--- config.mk ---
export PLATFORM = sky130hd
export DESIGN_NAME = iap_ctrl
export DESIGN_NICKNAME = d
export VERILOG_FILES = /design/src/rtl/core/iap_pkg.sv /design/src/rtl/core/iap_ctrl.sv
export SDC_FILE = /design/constraint.sdc
export NUM_CORES = 1
export LEC_CHECK = 0
export ABC_AREA = 1
export BUFFER_PORTS_ARGS = -buffer_cell sky130_fd_sc_hd__buf_2
export CAP_MARGIN = 20
export CORE_AREA = 5 5 42 44
export CTS_CLUSTER_DIAMETER = 150
export DETAILED_ROUTE_END_ITERATION = 7
export DIE_AREA = 0 0 47 49
export GPL_TIMING_DRIVEN = 0
export HOLD_SLACK_MARGIN = 0.08
export SYNTH_ARGS = -nofsm -noshare
export SYNTH_HDL_FRONTEND = slang
export SYNTH_SLANG_ARGS = --single-unit
--- constraint.sdc ---
create_clock -name clk_i -period 1.4 [get_ports clk_i]
set_clock_uncertainty 0.05 [all_clocks]
set_input_delay 0.21 -clock clk_i [delete_from_list [all_inputs] [get_ports clk_i]]
set_output_delay 0.21 -clock clk_i [all_outputs]
set_load 0.005 [all_outputs]
--- src/rtl/core/iap_pkg.sv ---
// ----------------------------------------------------------------------------
// iap_pkg
// Shared types, codes and constants of the in-application programming flash
// controller: command and register codes, outcome codes, controller state,
// and the structs that join the controller to the datapath.
// ----------------------------------------------------------------------------
package iap_pkg;

  // Default geometry of the flash store.
  localparam int unsigned FlashBytesDef  = 65536;
  localparam int unsigned SectorBytesDef = 512;

  // Width of the flash address registers and of the window bounds.
  localparam int unsigned AddrW = 16;
  localparam int unsigned WinW  = 17;

  // Reset values of the configuration registers.
  localparam logic [7:0]      TrigFirstRst  = 8'h46;
  localparam logic [7:0]      TrigSecondRst = 8'hB9;
  localparam logic [WinW-1:0] WinLowRst     = 17'h02000;
  localparam logic [WinW-1:0] WinHighRst    = 17'h03000;

  // Control register bits.
  localparam int unsigned CtrlEnBit  = 7;
  localparam int unsigned CtrlIspBit = 6;
  localparam int unsigned CtrlArmBit = 5;

  localparam logic [7:0] ErasedByte = 8'hFF;

  typedef enum logic [1:0] {
    CMD_WRITE = 2'd0,
    CMD_READ  = 2'd1,
    CMD_EOI   = 2'd2
  } cmd_e;

  typedef enum logic [2:0] {
    REG_DATA    = 3'd0,
    REG_ADDR_HI = 3'd1,
    REG_ADDR_LO = 3'd2,
    REG_MODE    = 3'd3,
    REG_TRIG    = 3'd4,
    REG_CTRL    = 3'd5
  } reg_e;

  // Flash operation in the low bits of the mode register.
  typedef enum logic [1:0] {
    OP_IDLE  = 2'd0,
    OP_READ  = 2'd1,
    OP_PROG  = 2'd2,
    OP_ERASE = 2'd3
  } op_e;

  typedef enum logic [2:0] {
    OUT_NONE    = 3'd0,
    OUT_READ    = 3'd1,
    OUT_PROG    = 3'd2,
    OUT_ERASE   = 3'd3,
    OUT_IGNORED = 3'd4
  } outcome_e;

  typedef enum logic [1:0] {
    RST_NONE = 2'd0,
    RST_APP  = 2'd1,
    RST_ISP  = 2'd2
  } rst_e;

  // Configuration register index, from paddr[3:2].
  typedef enum logic [1:0] {
    CFG_TRIG_FIRST  = 2'd0,
    CFG_TRIG_SECOND = 2'd1,
    CFG_WIN_LOW     = 2'd2,
    CFG_WIN_HIGH    = 2'd3
  } cfg_idx_e;

  // Memory work that a decoded item asks for.
  typedef enum logic [1:0] {
    ACT_NONE  = 2'd0,
    ACT_READ  = 2'd1,
    ACT_PROG  = 2'd2,
    ACT_ERASE = 2'd3
  } act_e;

  typedef enum logic [2:0] {
    S_CLEAR  = 3'd0,
    S_IDLE   = 3'd1,
    S_DECODE = 3'd2,
    S_READ   = 3'd3,
    S_PROG   = 3'd4,
    S_ERASE  = 3'd5,
    S_DONE   = 3'd6
  } state_e;

  typedef struct packed {
    logic [7:0]      trig_first;
    logic [7:0]      trig_second;
    logic [WinW-1:0] win_low;
    logic [WinW-1:0] win_high;
  } cfg_t;

  // Controller to datapath.
  typedef struct packed {
    logic load;        // capture the input item
    logic decode;      // apply the item to the registers, form the result
    logic read_done;   // move fetched flash byte into the data register
    logic prog;        // write the programmed byte back
    logic sweep_load;  // point the sweep counter at the sector base
    logic sweep_step;  // write an erased byte, advance the counter
    logic sweep_all;   // the sweep covers the whole store
  } ctrl_cmd_t;

  // Datapath to controller.
  typedef struct packed {
    act_e act;
    logic sweep_end;
  } ctrl_sts_t;

endpackage

--- src/rtl/core/iap_ctrl.sv ---
// ----------------------------------------------------------------------------
// iap_ctrl
// Controller state machine: clears the flash after reset, takes one item at a
// time, and sequences decode, flash read, program and sector erase.
// ----------------------------------------------------------------------------
module iap_ctrl (
  input  logic                  clk_i,
  input  logic                  rst_ni,
  input  logic                  start,
  output logic                  busy,
  output logic                  done_o,
  output iap_pkg::ctrl_cmd_t    cmd_o,
  input  iap_pkg::ctrl_sts_t    sts_i
);
  import iap_pkg::*;

  state_e state_q, state_d;

  always_ff @(posedge clk_i or negedge rst_ni) begin
    if (!rst_ni) begin
      state_q <= S_CLEAR;
    end else begin
      state_q <= state_d;
    end
  end

  always_comb begin
    state_d = state_q;
    cmd_o   = '0;
    busy    = 1'b1;
    done_o  = 1'b0;
    unique case (state_q)
      S_CLEAR: begin
        cmd_o.sweep_step = 1'b1;
        cmd_o.sweep_all  = 1'b1;
        if (sts_i.sweep_end) begin
          state_d = S_IDLE;
        end
      end
      S_IDLE: begin
        busy = 1'b0;
        if (start) begin
          cmd_o.load = 1'b1;
          state_d    = S_DECODE;
        end
      end
      S_DECODE: begin
        cmd_o.decode = 1'b1;
        unique case (sts_i.act)
          ACT_READ:  state_d = S_READ;
          ACT_PROG:  state_d = S_PROG;
          ACT_ERASE: begin
            cmd_o.sweep_load = 1'b1;
            state_d          = S_ERASE;
          end
          default:   state_d = S_DONE;
        endcase
      end
      S_READ: begin
        cmd_o.read_done = 1'b1;
        state_d         = S_DONE;
      end
      S_PROG: begin
        cmd_o.prog = 1'b1;
        state_d    = S_DONE;
      end
      S_ERASE: begin
        cmd_o.sweep_step = 1'b1;
        if (sts_i.sweep_end) begin
          state_d = S_DONE;
        end
      end
      S_DONE: begin
        done_o  = 1'b1;
        state_d = S_IDLE;
      end
      default: state_d = S_IDLE;
    endcase
  end

endmodule

==> results of run 1 <==
## per-stage QoR
stage          total power [mW]  TNS (ns)  instance area [um2]
6_report                   1.04         0                  445
5_1_grt                    1.16    -0.312                  445
4_1_cts                   0.975  -0.00423                  422
3_5_place_dp              0.718         0                  353
3_3_place_gp              0.711         0                  353
2_1_floorplan             0.552         0                  263
## how the worst min path moves through the flow
stage | endpoint
global route | state_q[2]
CTS | state_q[2]
detailed placement | state_q[0]
global placement | state_q[0]
finish | state_q[2]
floorplan | state_q[0]
## where the power goes
part           internal [mW]  total, mW  switching (mW)
combinational          0.326      0.684           0.358
sequential             0.137      0.192          0.0545
clock                  0.107      0.160          0.0523
total                  0.571       1.04           0.465
## cells in the mapped netlist, types with 2 or more instances
cell type   n
nor2_1      7
inv_2       2
nor3_1      2
inv_1       7
dfrtp_1     3
o21ai_0     2
nand2_1    10
nand3_1     2
nand2_2     3
## cell families after synthesis
logic type,count (synthesis),share of synthesized area (%)
and+or+nand+nor,28,50.5
DFF,3,28.6
buffers and inverters,10,17.1
AOI/OAI and AO/OA,2,3.81
## critical path, cell delays in order, from the launching register on
cell,delay (ns)
dfrtp_1,0.38
inv_2,0.09
buf_4,0.12
nand3_2,0.09
nor2_1,0.10
buf_2,0.11
## layer usage
layer | wire (um) | GRT usage, % | part of all wire, % | up-vias
li1 | - | - | - | 177
met1 | 335 | 9.49 | 46 | 137
met2 | 318 | 9.73 | 44 | 13
met3 | 48 | 1.11 | 6.6 | 2
met4 | 24 | 8.29 | 3.3 | 0
met5 | 0 | 0 | 0 | -
## cells in the final DEF, fill, tap and decap left out, types with 3 or more instances in the layout
cell	count
nand2_1	9
inv_2	3
clkbuf_4	3
buf_2	14
buf_4	5
nor2_1	7
inv_1	6
nand2_2	3
## cell type report
class                           instances  area share, %
Tap cell                               16           4.49
Timing Repair Buffer                   20           26.4
Multi-Input combinational cell         30           36.0
Inverter                                9           7.58
Sequential cell                         3           17.1
Buffer                                  1           2.53
Clock buffer                            4           5.90
## repair_timing
item	CTS	global route
endpoints found under the setup margin	2	7
setup buffers	4	1
hold endpoints to repair	3	0
hold buffers	1	0
pin swaps	1	3
gates resized for setup	1	5
==> out/summary.txt, run 1 <==
outcome: finished clean
first-pass GRT wire length: 1200 um
max frequency: 0.717 GHz
Final Cycle Share: 99.6%
Clk Latency, worst-skew pair: 0.24 ns
min-delay src: sts_i[2]
via density per instance: 3.96
leakage power: 0.267 nW
pre-CTS setup slack: 0.173 ns
final worst slack: 0.00548 ns
Clock Tree Buf Depth: 2
share of cells above drive strength 1: 50.7%
fin nets: 74
number of DRC markers in iteration 0: 6
Worst setup SP type: register
Post-Syn Area: 263 um2
Final Instance Count excl. Fillers: 83
synthesized area per cell: 6.11 um2
final max-slew violation count: 0
Worst setup EP type: output port
row cnt: 14
number of enable flip-flop cells after synthesis: 0
vias in the first global route: 316
H-tree depth: 1
Hold Vio Cnt, Final: 0
Worst Setup EP: cmd_o[2]
GRT overflow: 0
largest fanout on the critical path: 3
drt pass-1 iters: 4
pin count of the biggest net entering global routing: 9
largest registers: state_q: 3 flops
Netlist cell types: 14
dpl hpwl: 502 um
FILL cells: 171
Antenna Nets Post-Route: 0
DRC: 0
CTS tree: yes
Tightest Pin Transition: 0.166 ns
cells on worst reg2reg path: 8
warnings from Yosys: 0
Initial Utilization: 18.8%
Worst EP required: 1.14 ns
ANT cells: 0
top_reg_cell synth: dfrtp_1
multi-input logic area: 160 um2
Reg-to-Reg End: state_q[0]
Min-Delay Path Class: input port to register
Area Growth Syn to Fin: 69.5%
PwrDens: 2330 nW/um2
reg-to-reg slack, setup: 0.25 ns
I/O Buffers: 14
Final setup viols: 0
post-synth top area cell: dfrtp_1
Placer Congestion: 0.720
sequential cell area: 76.3 um2
# placed instances: 73
Finished Core Util: 31.8%
Mapped Nets: 49
RSZ-0062 raised after global routing: yes
routed wire length: 726 um
fin crit period: 1.39 ns
initial antenna violation count: 0
Die ar.: 2300 um2
Seq cells post-synth: 3
Clock transition at path regs: 0.04 ns
GRT Util Overall: 7.55%
die height: 49 um
Post-Synthesis Cells: 43
post-synth top area share: 28.6%
Max-cap violations: 0
via count: 329
# IOs: 15
core area: 1400 um2
Seq/Total Area, Yosys: 28.6%
die width: 47 um
Clk Tree Root Cell: clkbuf_4
Area contributors post-synth: dfrtp_1 (29%), nand2_1 (14%), inv_1 (10%)
CP arrival: 1.13 ns
max reg flops: 3
hold path depth: 3
CTS Buf Count: 3
Slew HR: 88.8%
critical path class: register to output port
Post-synth ARST share: 100%
maximum vdd drop: 0.000729 V
worst hold slack: 0.208 ns
Most flops, register: state_q
FF-to-FF Start: state_q[2]
Routed WL per cell: 8.75 um
origin of the worst setup path: state_q[2]
Clock Sinks: 3
No activity file was read; power rests on OpenSTA's default activity.
==> run 2, diff against run 1 <==
CELL_PAD_IN_SITES_DETAIL_PLACEMENT = 0   (was default)
CELL_PAD_IN_SITES_GLOBAL_PLACEMENT = 1   (was default)
PLACE_DENSITY_LB_ADDON = 0.1   (was default)
clock period = 1.1 ns   (was 1.4 ns; I/O delays follow)
==> run 2 against run 1 <==
The run now ends with setup timing left; global-route usage up 0.28 points; sequential cell count unchanged; total power increased by 42%; highest routed layer is now met3; largest power group unchanged; sequential share of layout area shrank 1.5 points; count of clock-buffer cells in the layout is the same; hold slack got worse by 0.048 ns; combinational power increased by 49%.
==> out/summary.txt, run 2 (synthesis gave the netlist of run 1 again) <==
outcome: finished, violations left
Buffers & Inverters on Critical Path: 3
Clk Tree Root Cell: clkbuf_4
commonest cells after routing, fill and taps aside: buf_2 (13), nand2_1 (8), inv_2 (5), nor2_1 (5)
Worst EP required: 0.88 ns
Tightest Pin Transition: 0.209 ns
initial antenna violation count: 0
Finished Core Util: 34.7%
GRT Util Overall: 7.83%
Top Family by Delay on Critical Path: flip-flops
via density per instance: 3.89
final worst slack: -0.257 ns
GRT overflow: 0
Hold Vio Cnt, Final: 0
first-pass GRT wire length: 1280 um
DRC: 0
Final Instance Count excl. Fillers: 84
max frequency: 0.737 GHz
max reg flops: 3
Worst setup EP type: output port
share of cells above drive strength 1: 60.3%
Final Cycle Share: 123%
CP arrival: 1.14 ns
commonest non-fill, non-tap cell in the layout: buf_2
via count: 327
Area Growth Syn to Fin: 85.2%
Most flops, register: state_q
RSZ-0062 raised after global routing: yes
dpl hpwl: 551 um
Slew HR: 86.0%
H-tree depth: 1
pin count of the biggest net entering global routing: 9
largest fanout on the critical path: 4
Antenna Nets Post-Route: 0
Initial Utilization: 18.8%
CP peak stage delay: 0.39 ns
I/O Buffers: 14
Min-Delay Path Class: input port to register
final max-slew violation count: 0
worst-path cell chain: inv_2, buf_4, nand2_1, nand2_2, buf_2
core area: 1400 um2
FILL cells: 162
Clock transition at path regs: 0.04 ns
failing checks: setup timing
Max-cap violations: 0
row cnt: 14
routed wire length: 810 um
Worst path slowest cell: dfrtp_1
maximum vdd drop: 0.000731 V
number of DRC markers in iteration 0: 0
CTS tree: yes
worst hold slack: 0.160 ns
Clock Tree Buf Depth: 2
die width: 47 um
Final setup viols: 11
# IOs: 15
die height: 49 um
critical path class: register to output port
drt pass-1 iters: 1
vias in the first global route: 330
PwrDens: 3020 nW/um2
# placed instances: 73
Die ar.: 2300 um2
fin crit period: 1.36 ns
Clk Latency, worst-skew pair: 0.23 ns
largest registers: state_q: 3 flops
Placer Congestion: 0.619
CTS Buf Count: 3
fin nets: 75
leakage power: 0.277 nW
Worst setup SP type: register
ANT cells: 0
Clock Sinks: 3
Routed WL per cell: 9.64 um
==> run 2: cell types whose count changed in the layout (fill, tap and decap cells not counted), moves of 2 or more <==
| cell | change |
|---|---|
| nor2_1 | -2 |
| inv_2 | +2 |
| inv_1 | -2 |
| buf_6 | +3 |
| nor2_2 | +2 |
==> run 2: cell type report <==
cell class,count,area [um2],area share (%)
Multi-Input combinational cell,30,180,37.0
Timing Repair Buffer,21,139,28.5
Sequential cell,3,76.3,15.7
Inverter,9,33.8,6.94
Clock buffer,4,26.3,5.40
Tap cell,16,20.0,4.11
Buffer,1,11.3,2.31
==> run 2: timing repair <==
action,CTS,global route
cloned,0,0
setup endpoints to repair,11,12
buffers inserted,4,2
endpoints found under the hold margin,3,0
pin swaps,2,7
resized for setup,4,13
hold buffers,1,0
==> run 2: path summary, 6_finish.rpt <==
kind | slack, ns | startpoint | cells after the start | end
max in group asynchronous | 0.68 | rst_ni | 2 | state_q[1]
min in group asynchronous | 0.21 | rst_ni | 2 | state_q[2]
setup reg to reg | -0.05 | state_q[2] | 8 | state_q[0]
setup / recovery | -0.26 | state_q[2] | 5 | cmd_o[1]
hold reg to reg | 0.65 | state_q[0] | 4 | state_q[0]
hold / removal | 0.16 | sts_i[2] | 3 | state_q[2]
==> run 2: worst min-delay path, cell delays in order <==
cell and delay (ns):
buf_2 0.10, o21ai_1 0.07, nand3b_1 0.07
==> run 2: power by group <==
| part | internal, mW | total, mW | leakage (nW) | switching [mW] |
|---|---|---|---|---|
| Sequential | 0.174 | 0.256 | 0.0353 | 0.0811 |
| Clock | 0.136 | 0.195 | 0.0150 | 0.0591 |
| Combinational | 0.496 | 1.02 | 0.227 | 0.524 |
| Total | 0.806 | 1.47 | 0.277 | 0.664 |
==> run 2: metrics by stage <==
stage / total power [mW] / setup slack (ns) / cell area, um2 / setup TNS [ns]
after floorplan: 0.703 / 0.0497 / 263 / 0
after CTS: 1.29 / -0.267 / 432 / -1.84
after global placement: 0.950 / -0.101 / 353 / -0.224
after global routing: 1.60 / -0.309 / 487 / -2.49
after detailed placement: 0.930 / -0.0792 / 353 / -0.131
final: 1.47 / -0.257 / 487 / -1.96
==> run 2: per-layer routing <==
layer	GRT usage [%]	vias up	wire length, um
met1	9.49	137	362
li1	-	179	-
met3	0	0	54
met4	8.29	0	0
met2	11.3	11	392
met5	0	-	0
